==> src/rtl/tlr_pkg.sv <==
// Thick line rasterizer package: register indexes, opcodes, reset values.
// No dependencies; imported by thick_line_rasterizer_unit.
`timescale 1ns / 1ps

package tlr_pkg;

	localparam int REG_BITS       = 15;
	localparam int COORD_BITS_DEF = 16;
	localparam int MAX_RADIUS_DEF = 127;

	typedef logic [REG_BITS-1:0] dim_t;

	localparam dim_t WIDTH_RESET  = dim_t'(640);
	localparam dim_t HEIGHT_RESET = dim_t'(480);

	// configuration register indexes
	localparam logic CFG_WIDTH  = 1'b0;
	localparam logic CFG_HEIGHT = 1'b1;

	// item opcodes
	localparam logic OP_START = 1'b0;
	localparam logic OP_NEXT  = 1'b1;

	localparam logic [2:0] OCT_LAST = 3'd7;

endpackage

==> src/rtl/thick_line_rasterizer_unit.sv <==
// A pixel write appears on the output register in the cycle after its item is accepted.
// Throughput: one item per cycle; input stalls only while a held result is stalled.
// A start item or a next item while idle is consumed and gives no result.
// Reset (arst_n low, async) clears the walker to idle and the image size to 640 x 480.
// Thick line rasterizer: Bresenham line walk with a Bresenham circle brush.
// Depends on tlr_pkg.
`timescale 1ns / 1ps

module thick_line_rasterizer_unit import tlr_pkg::*; #(
	parameter int COORD_BITS = COORD_BITS_DEF,
	parameter int MAX_RADIUS = MAX_RADIUS_DEF
) (
	input  logic                         clk,
	input  logic                         arst_n,
	// configuration
	input  logic                         cfg_write,
	input  logic                         cfg_index,
	input  logic [REG_BITS-1:0]          cfg_data,
	// item channel
	input  logic                         item_valid,
	output logic                         item_stall,
	input  logic                         operation,
	input  logic signed [COORD_BITS-1:0] start_x,
	input  logic signed [COORD_BITS-1:0] start_y,
	input  logic signed [COORD_BITS-1:0] end_x,
	input  logic signed [COORD_BITS-1:0] end_y,
	input  logic [7:0]                   thickness,
	// pixel channel
	output logic                         pixel_valid,
	input  logic                         pixel_stall,
	output logic signed [COORD_BITS:0]   pixel_x,
	output logic signed [COORD_BITS:0]   pixel_y,
	output logic                         visible,
	output logic                         last_write
);

	localparam int LW  = COORD_BITS + 1;             // line point
	localparam int DW  = COORD_BITS;                 // |dx|, |dy|, step count
	localparam int EW  = COORD_BITS + 3;             // line error
	localparam int RB  = $clog2(MAX_RADIUS + 1);     // radius
	localparam int CW  = RB + 2;                     // ring coordinates, signed
	localparam int DLW = RB + 4;                     // ring decision value
	localparam int PW  = ((LW > CW) ? LW : CW) + 1;  // pixel before truncation
	localparam int VW  = (PW > REG_BITS + 1) ? PW : REG_BITS + 1;

	// configuration
	dim_t width_q, height_q;

	// command state
	logic                   busy_q;
	logic signed [COORD_BITS-1:0] sp_x_q, sp_y_q;
	logic [DW-1:0]          lx_q, ly_q;
	logic                   neg_x_q, neg_y_q, x_major_q;
	logic [RB-1:0]          radius_q;
	logic signed [LW-1:0]   line_x_q, line_y_q;
	logic signed [EW-1:0]   err_q;
	logic [DW-1:0]          steps_q;
	logic signed [CW-1:0]   ring_x_q, ring_y_q;
	logic signed [DLW-1:0]  ring_d_q;
	logic [2:0]             oct_q;
	logic                   pass2_q, repeat_q, even_q;

	logic accept, take_start, take_next;

	assign item_stall = pixel_valid & pixel_stall;
	assign accept     = item_valid & ~item_stall;
	assign take_start = accept & (operation == OP_START);
	assign take_next  = accept & (operation == OP_NEXT) & busy_q;

	// ---------------- start decode ----------------
	logic signed [LW-1:0] st_dx, st_dy;
	logic [DW-1:0]        st_lx, st_ly, st_steps;
	logic                 st_xmaj;
	logic signed [EW-1:0] st_err;
	logic [7:0]           st_r8;
	logic [RB-1:0]        st_radius;

	always_comb begin
		st_dx   = LW'(end_x) - LW'(start_x);
		st_dy   = LW'(end_y) - LW'(start_y);
		st_lx   = st_dx[LW-1] ? DW'(-st_dx) : DW'(st_dx);
		st_ly   = st_dy[LW-1] ? DW'(-st_dy) : DW'(st_dy);
		st_xmaj = (st_ly <= st_lx);
		st_steps = st_xmaj ? st_lx : st_ly;
		st_err  = st_xmaj ? -EW'(st_lx) : -EW'(st_ly);
		// (t-1)/2 truncated toward zero, zero for t = 0
		st_r8   = (thickness == 8'd0) ? 8'd0 : ((thickness - 8'd1) >> 1);
		if (32'(st_r8) > 32'(MAX_RADIUS))
			st_radius = RB'(MAX_RADIUS);
		else
			st_radius = RB'(st_r8);
	end

	// ---------------- pixel of the current octant ----------------
	logic signed [PW-1:0] lxe, lye, cxe, cye, px, py;
	logic signed [VW-1:0] px_v, py_v, wid_v, hgt_v;
	logic                 vis;

	always_comb begin
		lxe = PW'(line_x_q);
		lye = PW'(line_y_q);
		cxe = PW'(ring_x_q);
		cye = PW'(ring_y_q);
		case (oct_q)
			3'd0: begin px = lxe + cxe; py = lye + cye; end
			3'd1: begin px = lxe + cxe; py = lye - cye; end
			3'd2: begin px = lxe - cxe; py = lye + cye; end
			3'd3: begin px = lxe - cxe; py = lye - cye; end
			3'd4: begin px = lxe + cye; py = lye + cxe; end
			3'd5: begin px = lxe + cye; py = lye - cxe; end
			3'd6: begin px = lxe - cye; py = lye + cxe; end
			default: begin px = lxe - cye; py = lye - cxe; end
		endcase
		px_v  = VW'(px);
		py_v  = VW'(py);
		wid_v = VW'($signed({1'b0, width_q}));
		hgt_v = VW'($signed({1'b0, height_q}));
		vis   = (px_v >= 0) && (py_v >= 0) && (px_v < wid_v) && (py_v < hgt_v);
	end

	// ---------------- circle stepper ----------------
	logic signed [DLW:0]   ring_s;
	logic signed [CW-1:0]  step_rx, step_ry;
	logic signed [DLW-1:0] step_rd, ring_d_init;
	logic                  ring_keep;

	always_comb begin
		// 2*(d+y)-1 <= 0 exactly when d+y <= 0
		ring_s = (DLW+1)'(ring_d_q) + (DLW+1)'(ring_y_q);
		if (ring_d_q < 0 && ring_s <= 0) begin
			step_rx = ring_x_q + CW'(1);
			step_ry = ring_y_q;
			step_rd = ring_d_q + DLW'(ring_x_q) + DLW'(ring_x_q) + DLW'(3);
		end else if (ring_d_q > 0 && ring_s > 0) begin
			step_rx = ring_x_q;
			step_ry = ring_y_q - CW'(1);
			step_rd = ring_d_q - DLW'(ring_y_q) - DLW'(ring_y_q) + DLW'(1);
		end else begin
			step_rx = ring_x_q + CW'(1);
			step_ry = ring_y_q - CW'(1);
			step_rd = ring_d_q + DLW'(ring_x_q) + DLW'(ring_x_q)
				- DLW'(ring_y_q) - DLW'(ring_y_q) + DLW'(4);
		end
		ring_keep   = (step_ry >= step_rx);
		ring_d_init = DLW'(1) - DLW'({1'b0, radius_q, 1'b0});
	end

	// ---------------- line stepper ----------------
	logic signed [EW-1:0] tw_lx, tw_ly, ls_e1, ls_err;
	logic signed [LW-1:0] ls_sx, ls_sy, ls_x, ls_y;

	always_comb begin
		tw_lx = EW'({1'b0, lx_q, 1'b0});
		tw_ly = EW'({1'b0, ly_q, 1'b0});
		ls_sx = neg_x_q ? -LW'(1) : LW'(1);
		ls_sy = neg_y_q ? -LW'(1) : LW'(1);
		ls_x  = line_x_q;
		ls_y  = line_y_q;
		if (x_major_q) begin
			ls_x  = line_x_q + ls_sx;
			ls_e1 = err_q + tw_ly;
			ls_err = ls_e1;
			if (ls_e1 > 0) begin
				ls_err = ls_e1 - tw_lx;
				ls_y   = line_y_q + ls_sy;
			end
		end else begin
			ls_y  = line_y_q + ls_sy;
			ls_e1 = err_q + tw_lx;
			ls_err = ls_e1;
			if (ls_e1 > 0) begin
				ls_err = ls_e1 - tw_ly;
				ls_x   = line_x_q + ls_sx;
			end
		end
	end

	// ---------------- advance ----------------
	logic [2:0]            n_oct;
	logic signed [CW-1:0]  n_rx, n_ry;
	logic signed [DLW-1:0] n_rd;
	logic signed [LW-1:0]  n_lx, n_ly;
	logic signed [EW-1:0]  n_err;
	logic [DW-1:0]         n_steps, p2_steps;
	logic                  n_pass2, n_repeat, more, shift_x;

	always_comb begin
		n_oct    = oct_q + 3'd1;
		n_rx     = ring_x_q;
		n_ry     = ring_y_q;
		n_rd     = ring_d_q;
		n_lx     = line_x_q;
		n_ly     = line_y_q;
		n_err    = err_q;
		n_steps  = steps_q;
		n_pass2  = pass2_q;
		n_repeat = repeat_q;
		more     = 1'b1;
		shift_x  = (lx_q <= ly_q);
		p2_steps = x_major_q ? lx_q : ly_q;
		if (oct_q == OCT_LAST) begin
			n_oct = 3'd0;
			n_rx  = step_rx;
			n_ry  = step_ry;
			n_rd  = step_rd;
			if (!ring_keep) begin
				n_rx = '0;
				n_ry = CW'(radius_q);
				n_rd = ring_d_init;
				if (repeat_q) begin
					n_repeat = 1'b0;
				end else if (steps_q != '0) begin
					n_lx    = ls_x;
					n_ly    = ls_y;
					n_err   = ls_err;
					n_steps = steps_q - DW'(1);
				end else if (!pass2_q && even_q) begin
					// second pass, shifted across the major axis
					n_pass2  = 1'b1;
					n_lx     = LW'(sp_x_q) + (shift_x ? LW'(1) : LW'(0));
					n_ly     = LW'(sp_y_q) + (shift_x ? LW'(0) : LW'(1));
					n_err    = x_major_q ? -EW'(lx_q) : -EW'(ly_q);
					n_steps  = p2_steps;
					n_repeat = (p2_steps == '0);
				end else begin
					more = 1'b0;
				end
			end
		end
	end

	// ---------------- registers ----------------
	always_ff @(posedge clk or negedge arst_n) begin
		if (!arst_n) begin
			width_q  <= WIDTH_RESET;
			height_q <= HEIGHT_RESET;
		end else if (cfg_write) begin
			case (cfg_index)
				CFG_WIDTH:  width_q  <= cfg_data;
				CFG_HEIGHT: height_q <= cfg_data;
				default: ;
			endcase
		end
	end

	always_ff @(posedge clk or negedge arst_n) begin
		if (!arst_n) begin
			busy_q   <= 1'b0;
			oct_q    <= 3'd0;
			pass2_q  <= 1'b0;
			repeat_q <= 1'b0;
			even_q   <= 1'b0;
			ring_x_q <= '0;
			ring_y_q <= '0;
			ring_d_q <= '0;
		end else if (take_start) begin
			busy_q   <= 1'b1;
			oct_q    <= 3'd0;
			pass2_q  <= 1'b0;
			repeat_q <= (st_steps == '0);
			even_q   <= ~thickness[0];
			ring_x_q <= '0;
			ring_y_q <= CW'(st_radius);
			ring_d_q <= DLW'(1) - DLW'({1'b0, st_radius, 1'b0});
		end else if (take_next) begin
			busy_q   <= more;
			oct_q    <= n_oct;
			pass2_q  <= n_pass2;
			repeat_q <= n_repeat;
			ring_x_q <= n_rx;
			ring_y_q <= n_ry;
			ring_d_q <= n_rd;
		end
	end

	// line walker datapath
	always_ff @(posedge clk) begin
		if (take_start) begin
			sp_x_q    <= start_x;
			sp_y_q    <= start_y;
			lx_q      <= st_lx;
			ly_q      <= st_ly;
			neg_x_q   <= st_dx[LW-1];
			neg_y_q   <= st_dy[LW-1];
			x_major_q <= st_xmaj;
			radius_q  <= st_radius;
			line_x_q  <= LW'(start_x);
			line_y_q  <= LW'(start_y);
			err_q     <= st_err;
			steps_q   <= st_steps;
		end else if (take_next) begin
			line_x_q <= n_lx;
			line_y_q <= n_ly;
			err_q    <= n_err;
			steps_q  <= n_steps;
		end
	end

	// result register
	always_ff @(posedge clk or negedge arst_n) begin
		if (!arst_n)
			pixel_valid <= 1'b0;
		else if (take_next)
			pixel_valid <= 1'b1;
		else if (!pixel_stall)
			pixel_valid <= 1'b0;
	end

	always_ff @(posedge clk) begin
		if (take_next) begin
			pixel_x    <= px[LW-1:0];
			pixel_y    <= py[LW-1:0];
			visible    <= vis;
			last_write <= ~more;
		end
	end

`ifndef NO_ASSERTIONS
	// idle walker always rests at the first octant
	a_idle_octant: assert property (@(posedge clk) disable iff (!arst_n)
		!busy_q |-> oct_q == 3'd0)
		else $error("octant index nonzero while idle");

	// stored ring point never crosses the diagonal
	a_ring_order: assert property (@(posedge clk) disable iff (!arst_n)
		busy_q |-> ring_y_q >= ring_x_q)
		else $error("ring point past diagonal");

	a_pass2_even: assert property (@(posedge clk) disable iff (!arst_n)
		pass2_q |-> even_q)
		else $error("second pass on odd thickness");

	// a transaction that yields no write leaves the result register empty
	a_no_spurious: assert property (@(posedge clk) disable iff (!arst_n)
		(accept && !take_next) |=> !pixel_valid)
		else $error("result produced without a next transaction");

	a_last_ends: assert property (@(posedge clk) disable iff (!arst_n)
		(take_next && !more) |=> !busy_q)
		else $error("walker busy after last write");
`endif

endmodule

==> config.mk <==
export PLATFORM = sky130hd
export DESIGN_NAME = thick_line_rasterizer_unit
export DESIGN_NICKNAME = d
export VERILOG_FILES = /design/src/rtl/tlr_pkg.sv /design/src/rtl/thick_line_rasterizer_unit.sv
export SDC_FILE = /design/constraint.sdc
export NUM_CORES = 1
export LEC_CHECK = 0
export BUFFER_PORTS_ARGS = -buffer_cell sky130_fd_sc_hd__buf_2
export CAP_MARGIN = 15
export CORE_ASPECT_RATIO = 0.6
export CORE_MARGIN = 5
export CORE_UTILIZATION = 60
export CTS_CLUSTER_SIZE = 8
export DETAILED_ROUTE_END_ITERATION = 16
export GPL_TIMING_DRIVEN = 1
export HOLD_SLACK_MARGIN = 0.12
export PLACE_DENSITY = 0.78
export SLEW_MARGIN = 20
export SYNTH_ARGS = -nofsm -noshare
export SYNTH_HDL_FRONTEND = slang
export SYNTH_SLANG_ARGS = --single-unit
==> constraint.sdc <==
create_clock -name clk -period 8.1 [get_ports clk]
set_input_delay 0.81 -clock clk [delete_from_list [all_inputs] [get_ports clk]]
set_output_delay 0.81 -clock clk [all_outputs]
set_load 0.01 [all_outputs]
==> run_results.csv, run 1 <==
group,metric,value,unit
run_status,status,"finished clean",
min_path,worst_hold_path_type,"in -> async",
floorplan,die_w,282,um
critical_path,worstPathArrival,7.65,ns
synthesis,yosys_most_used_dff,"edfxtp_1",
synthesis,synth_edf_count,179,
route,routed-via-count,26100,
global_route,grt_util_all_layers,0.363,
sta,setup_tns,0,ns
route,avgViaCountPerCell,6.80,
sta,fmax,133,MHz
cts,cts_sinks,246,
sta,slew_headroom,0.123,
synthesis,synthTopCellsByArea,"edfxtp_1 20%, ha_1 15%, xnor2_1 7.2%",
cts,cts_hold_buf,0,
critical_path,r2r-end,"err_q[0]$_DFFE_PP_",
sta,grt_setup_unrepaired,"false",
power,p_leak,12.4,nW
synthesis,synth_commonest_cells,"310 x ha_1, 244 x nor2_1, 242 x a21oi_1, 237 x inv_1, 219 x xnor2_1",
synthesis,synth.most_common_cell,"ha_1",
global_route,grt_antenna_before_repair,4,
power,total_power,9.41,mW
synthesis,ys_seq_elements,246,
route,first_iter_violations,3865,
place,place_congestion,1.11,
critical_path,worst_setup_path_start_kind,"flop",
sta,period_share,0.925,
cts,cts_setup_buffers,0,
floorplan,ios,132,
critical_path,rrSetupSlack,0.60,ns
sta,tightest_slew,1.31,ns
finish,syn_to_final_growth,8.86,%
cts,worst_skew_pair.late_latency,0.54,ns
power,power.density,324,mW/mm2
sta,report.final.slew_viol_count,0,
critical_path,required,8.25,ns
finish,drive_gt1_frac,0.0916,
synthesis,yosysSeqAreaShare,0.265,
finish,nets,3645,
synthesis,avgSynthCellArea,8.56,um2
floorplan,fp.dieH,173,um
place,numPortBuffers,131,
cts,clock-root-buffer,"clkbuf_16",
floorplan,die_area,0.0489,mm2
synthesis,synth_top_area_cell,"edfxtp_1",
synthesis,yosys_warnings,0,
synthesis,yosysTopAreaCellShare,0.202,
critical_path,critPathCaptureType,"flop",
route,drt-wirelength-per-cell,24.4,um
cts,numCtsBuffers,36,
synthesis,syn_area,0.0267,mm2
place,dp_hpwl,74.2,mm
critical_path,reg2reg_from,"ring_y_q[0]$_DFFE_PN0P_",
global_route,grt_pass1_vias,23800,
sta,period_needed,7.50,ns
cts,htreeDepth,2,
route,drc,0,
cts,cts_tree,"yes",
critical_path,critPathKind,"reg -> reg",
critical_path,crit_fanout,21,
synthesis,synth_nets,3533,
finish,n_fill_cell,3591,
route,wl,93.8,mm
synthesis,synthDistinctLibCells,104,
cts,cts_repair_resize_count,0,
job,maxCapViolCount,0,
critical_path,reg2regPathDepth,22,
global_route,grt_pass1_wl,140,mm
route,dr.pass1.iters,6,
finish,multi_input_area,0.0183,mm2
sta,skew,0.0174,ns
cts,clkTransAtPathRegs,0.05,ns
power,ir_drop,214,uV
cts,cts.path.max_buffers,3,
floorplan,core_region_area,0.0436,mm2
global_route,grt_start_max_net_pins,77,
synthesis,synthCells,3115,
sta,setup_violations,0,
sta,final-hold-violation-count,0,
floorplan,rows,59,
global_route,overflow,0,
floorplan,start_util,0.611,
route,final_antenna_net_count,0,
synthesis,async_reset_ff_frac,0.272,
finish,ff_latch_area,0.00706,mm2
## through the flow
step                      hold WS, ns  worst slack (ns)  cell area [um2]   util  std cells
after floorplan                 0.450              1.10            26700      -       3115
after global placement          0.466             0.990            27900  0.641       3768
after detailed placement        0.473             0.855            27900  0.641       3768
after CTS                       0.139             0.956            29000  0.665       3834
after global routing            0.158             0.337            29000  0.665       3837
final                           0.149             0.604            29000  0.665       3838
## layout make-up
type                       instances  area share
antenna                            4    0.000345
clock buffer                      63      0.0349
clock inverter                     3     0.00155
inverter                         242      0.0315
multi-input combinational       2535       0.632
sequential                       246       0.243
tap                              579      0.0250
timing repair buffer             166      0.0321
## worst max path at each step
| stage | startpoint | to | slack (ns) | cells after the start |
|---|---|---|---|---|
| floorplan | ring_y_q[0]$_DFFE_PN0P_ | line_y_q[0]$_DFFE_PP_ | 1.10 | 27 |
| global placement | start_y[0] | err_q[14]$_DFFE_PP_ | 0.99 | 20 |
| detailed placement | start_y[0] | err_q[14]$_DFFE_PP_ | 0.86 | 19 |
| CTS | ring_y_q[0]$_DFFE_PN0P_ | err_q[0]$_DFFE_PP_ | 0.96 | 24 |
| global route | ring_y_q[0]$_DFFE_PN0P_ | err_q[0]$_DFFE_PP_ | 0.34 | 24 |
| finish | ring_y_q[0]$_DFFE_PN0P_ | err_q[0]$_DFFE_PP_ | 0.60 | 22 |
## sequential cells by signal (all words and copies together), names as in the netlist, 17 cells and up
name,count
pixel_y,17
err_q,19
line_y_q,17
line_x_q,17
pixel_x,17
## routing by layer
metal	track usage	vias up	wire length, um
met1	0.566	12400	41400
met3	0.158	182	15800
met2	0.465	1788	34800
li1	-	11800	-
met5	0	-	10
met4	0.0609	2	1780
## worst max-delay path: stages (launching register included)
cell	delay (ns)
dfrtp_1	0.53
ha_1	0.31
fa_1	0.40
a21oi_1	0.17
o21bai_1	0.12
a21o_1	0.23
a2111oi_0	0.83
o41ai_1	0.27
o211ai_1	0.32
nor2_1	0.10
buf_4	0.18
o21ai_0	0.50
ha_1	0.34
a21o_1	0.15
a21o_1	0.17
a21o_1	0.17
a21o_1	0.18
a21o_1	0.19
a21oi_1	0.17
o21ai_1	0.13
buf_4	0.25
nand2b_1	0.30
o41ai_1	1.10
## cells in the final DEF (no fill, tap or decap), types with 21 or more instances in the layout
| master | instances |
|---|---|
| clkbuf_1 | 26 |
| and2_1 | 22 |
| a21o_1 | 74 |
| nand2_1 | 211 |
| o21bai_1 | 35 |
| nand2b_1 | 37 |
| o22ai_1 | 22 |
| nor4_1 | 35 |
| nor3_1 | 79 |
| nor2_1 | 244 |
| xnor2_1 | 219 |
| edfxtp_1 | 179 |
| nand4_1 | 29 |
| dfrtp_1 | 61 |
| a211oi_1 | 49 |
| ha_1 | 310 |
| clkbuf_16 | 36 |
| buf_4 | 34 |
| o21ai_1 | 26 |
| a31oi_1 | 28 |
| o31ai_1 | 21 |
| o21a_1 | 34 |
| buf_2 | 131 |
| xor2_1 | 88 |
| inv_1 | 236 |
| mux2_2 | 28 |
| o211ai_1 | 38 |
| a21oi_1 | 241 |
| or3_1 | 29 |
| nand3_1 | 73 |
| mux2i_1 | 69 |
| nor2b_1 | 28 |
| o21ai_0 | 168 |
## logic make-up (layout without fill, tap and decap cells)
family,Yosys count,count (layout),share of synthesized area
adder cells (fa/ha/maj),324,324,0.156
buffers and inverters,334,474,0.0494
AND/OR/NAND/NOR,893,893,0.166
XOR/XNOR,310,310,0.103
other,0,4,0
multiplexers,98,98,0.0381
flip-flops,246,246,0.265
AO/OA/AOI/OAI,910,910,0.223
## report_power, final
part,switching (mW),internal [mW]
Sequential,0.224,1.67
Clock,0.621,0.850
Combinational,3.63,2.41
Total,4.47,4.93
Power figures use the tool's default switching activity.
==> run 2, diff against run 1 <==
Settings changed: CORE_UTILIZATION 60 to 30, PLACE_DENSITY 0.78 to not set, SLEW_MARGIN 20 to not set.
==> run 2 against run 1 <==
Total power down 1.2%. Setup slack better by 0.44 ns. Via count down 5.6%. Sequential cell count unchanged. Sequential power about the same. Fmax up 6.2%. Die area up 95%. First-iteration DRC count down 27%. Critical endpoint is now err_q[2]$_DFFE_PP_. Highest routed layer unchanged.
==> run_results.csv, run 2 (same netlist as run 1, synthesis figures left out) <==
group,metric,value,unit
cts,worst_skew_pair.late_latency,0.55,ns
critical_path,critPathMaxStageDelay,0.77,ns
sta,setup_violations,0,
sta,period_share,0.871,
sta,grt_setup_unrepaired,"false",
sta,setup_tns,0,ns
route,dr.pass1.iters,7,
floorplan,rows,84,
sta,finalWorstSetupSlack,1.04,ns
cts,clock-root-buffer,"clkbuf_16",
route,final_antenna_net_count,0,
job,maxCapViolCount,0,
global_route,grt_antenna_before_repair,16,
route,routed-via-count,24600,
route,drc,0,
finish,drive_gt1_frac,0.0926,
min_path,worst_hold_path_type,"in -> reg",
critical_path,required,8.27,ns
sta,report.final.slew_viol_count,0,
finish,largest-register,"err_q",
sta,slew_headroom,0.152,
cts,cts_sinks,246,
finish,finish.utilization,0.340,
cts,cts_tree,"yes",
critical_path,worstPathArrival,7.23,ns
critical_path,crit_fanout,34,
place,numPortBuffers,131,
floorplan,fp.dieH,241,um
sta,skew,0.0283,ns
sta,whs,0.461,ns
route,first_iter_violations,2836,
finish,largest_reg_flops,19,
finish,layout_commonest_cell,"ha_1",
floorplan,core_region_area,0.0879,mm2
global_route,overflow,0,
power,power.density,311,mW/mm2
finish,syn_to_final_growth,12.0,%
place,dp_hpwl,76.5,mm
route,drt-wirelength-per-cell,21.4,um
cts,clkTransAtPathRegs,0.05,ns
global_route,grt_util_all_layers,0.192,
critical_path,critPathSlowestCell,"a2111oi_0",
sta,fmax,142,MHz
floorplan,ios,132,
sta,final-hold-violation-count,0,
cts,numCtsBuffers,37,
route,avgViaCountPerCell,5.57,
global_route,grt_start_max_net_pins,72,
place,pre_cts_ws,0.899,ns
cts,cts_setup_buffers,0,
run_status,status,"finished clean",
cts,htreeDepth,2,
floorplan,die_w,395,um
global_route,grt_pass1_wl,142,mm
finish,nets,3651,
sta,period_needed,7.06,ns
critical_path,worst_setup_path_start_kind,"flop",
floorplan,start_util,0.304,
cts,cts.path.max_buffers,3,
critical_path,critPathCaptureType,"flop",
power,p_leak,12.5,nW
critical_path,crit_chain,"ha_1, fa_1, a21oi_1, o21bai_1, a21o_1, a2111oi_0, nor3_1, a211oi_1, a22oi_1, nor2_1, o21ai_0, ha_1, a21o_1, a21o_1, a21o_1, a21o_1, a21o_1, a21oi_1, o21ai_1, nor2_1, a21oi_1, inv_1, buf_4",
sta,tightest_slew,1.26,ns
global_route,grt_pass1_vias,22200,
finish,mostFrequentLayoutCells,"310 x ha_1, 244 x nor2_1, 241 x a21oi_1",
power,ir_drop,142,uV
floorplan,die_area,0.0951,mm2
place,place_congestion,0.977,
critical_path,critPathKind,"reg -> reg",
route,wl,94.9,mm
critical_path,cp_common_cell,"a21o_1",
-- run 2: cell types whose count changed in the layout (fill, tap and decap cells not counted), sizes merged --
cell         previous run  this run
clkinv                  5         6
bufinv                  0         1
diode                   4         5
dlygate4sd3             0         1
buf                   166       170
inv                   240       238
clkbuf                 63        64
-- run 2: cell type report --
| type | instances | area, um2 |
|---|---|---|
| diodes | 5 | 12.5 |
| fillers | 9138 | 58000 |
| well taps | 1161 | 1450 |
| multi-input cells | 2535 | 18300 |
| clock buffers | 64 | 1070 |
| flip-flops and latches | 246 | 7060 |
| clock inverters | 3 | 43.8 |
| inverters | 242 | 913 |
| repair buffers | 171 | 973 |
-- run 2: through the flow --
stage                     instances  power (mW)  instance area [um2]
after floorplan                3115        6.09                26700
after global placement         4354        7.59                28700
after detailed placement       4354        7.63                28700
after CTS                      4422        9.21                29800
after global routing           4423        10.0                29800
final                          4427        9.30                29900
-- run 2: metal layers --
layer | wire length (um) | track usage | part of all wire
met2 | 33600 | 0.243 | 0.35
met4 | 1070 | 0.0243 | 0.011
met3 | 11800 | 0.0614 | 0.12
met1 | 48400 | 0.312 | 0.51
met5 | 51 | 0 | 0.00054
-- run 2: critical path, delay by kind of cell (launching register included) --
family	cells	cell delay, ns
adders and majority gates	3	1.09
AOI/OAI and AO/OA	15	3.62
and+or+nand+nor	3	0.85
buffers and inverters	2	0.55
DFF	1	0.52
-- run 2: path summary, 6_finish.rpt --
| check | start | to | slack [ns] | cells past startpoint |
|---|---|---|---|---|
| max in group asynchronous | arst_n | ring_y_q[1]$_DFFE_PN0P_ | 6.34 | 3 |
| min in group asynchronous | arst_n | height_q[4]$_DFFE_PN0P_ | 0.64 | 2 |
| worst min-delay path | start_x[8] | sp_x_q[8]$_DFFE_PP_ | 0.46 | 1 |
| worst max register to register | ring_y_q[0]$_DFFE_PN0P_ | err_q[2]$_DFFE_PP_ | 1.04 | 23 |
| worst max-delay path | ring_y_q[0]$_DFFE_PN0P_ | err_q[2]$_DFFE_PP_ | 1.04 | 23 |
| worst min register to register | busy_q$_DFFE_PN0P_ | busy_q$_DFFE_PN0P_ | 0.48 | 1 |
-- run 2: power breakdown --
group	total (mW)	leakage, nW	switching [mW]	internal [mW]
logic	5.87	9.45	3.47	2.40
registers	1.89	2.49	0.216	1.67
clock network	1.54	0.533	0.618	0.923
-- run 2: what timing repair did --
action / in CTS / in global routing
hold buffers: 1 / 0
resized for setup: 0 / 0
endpoints found under the hold margin: 6 / 0
endpoints found under the setup margin: 0 / 0
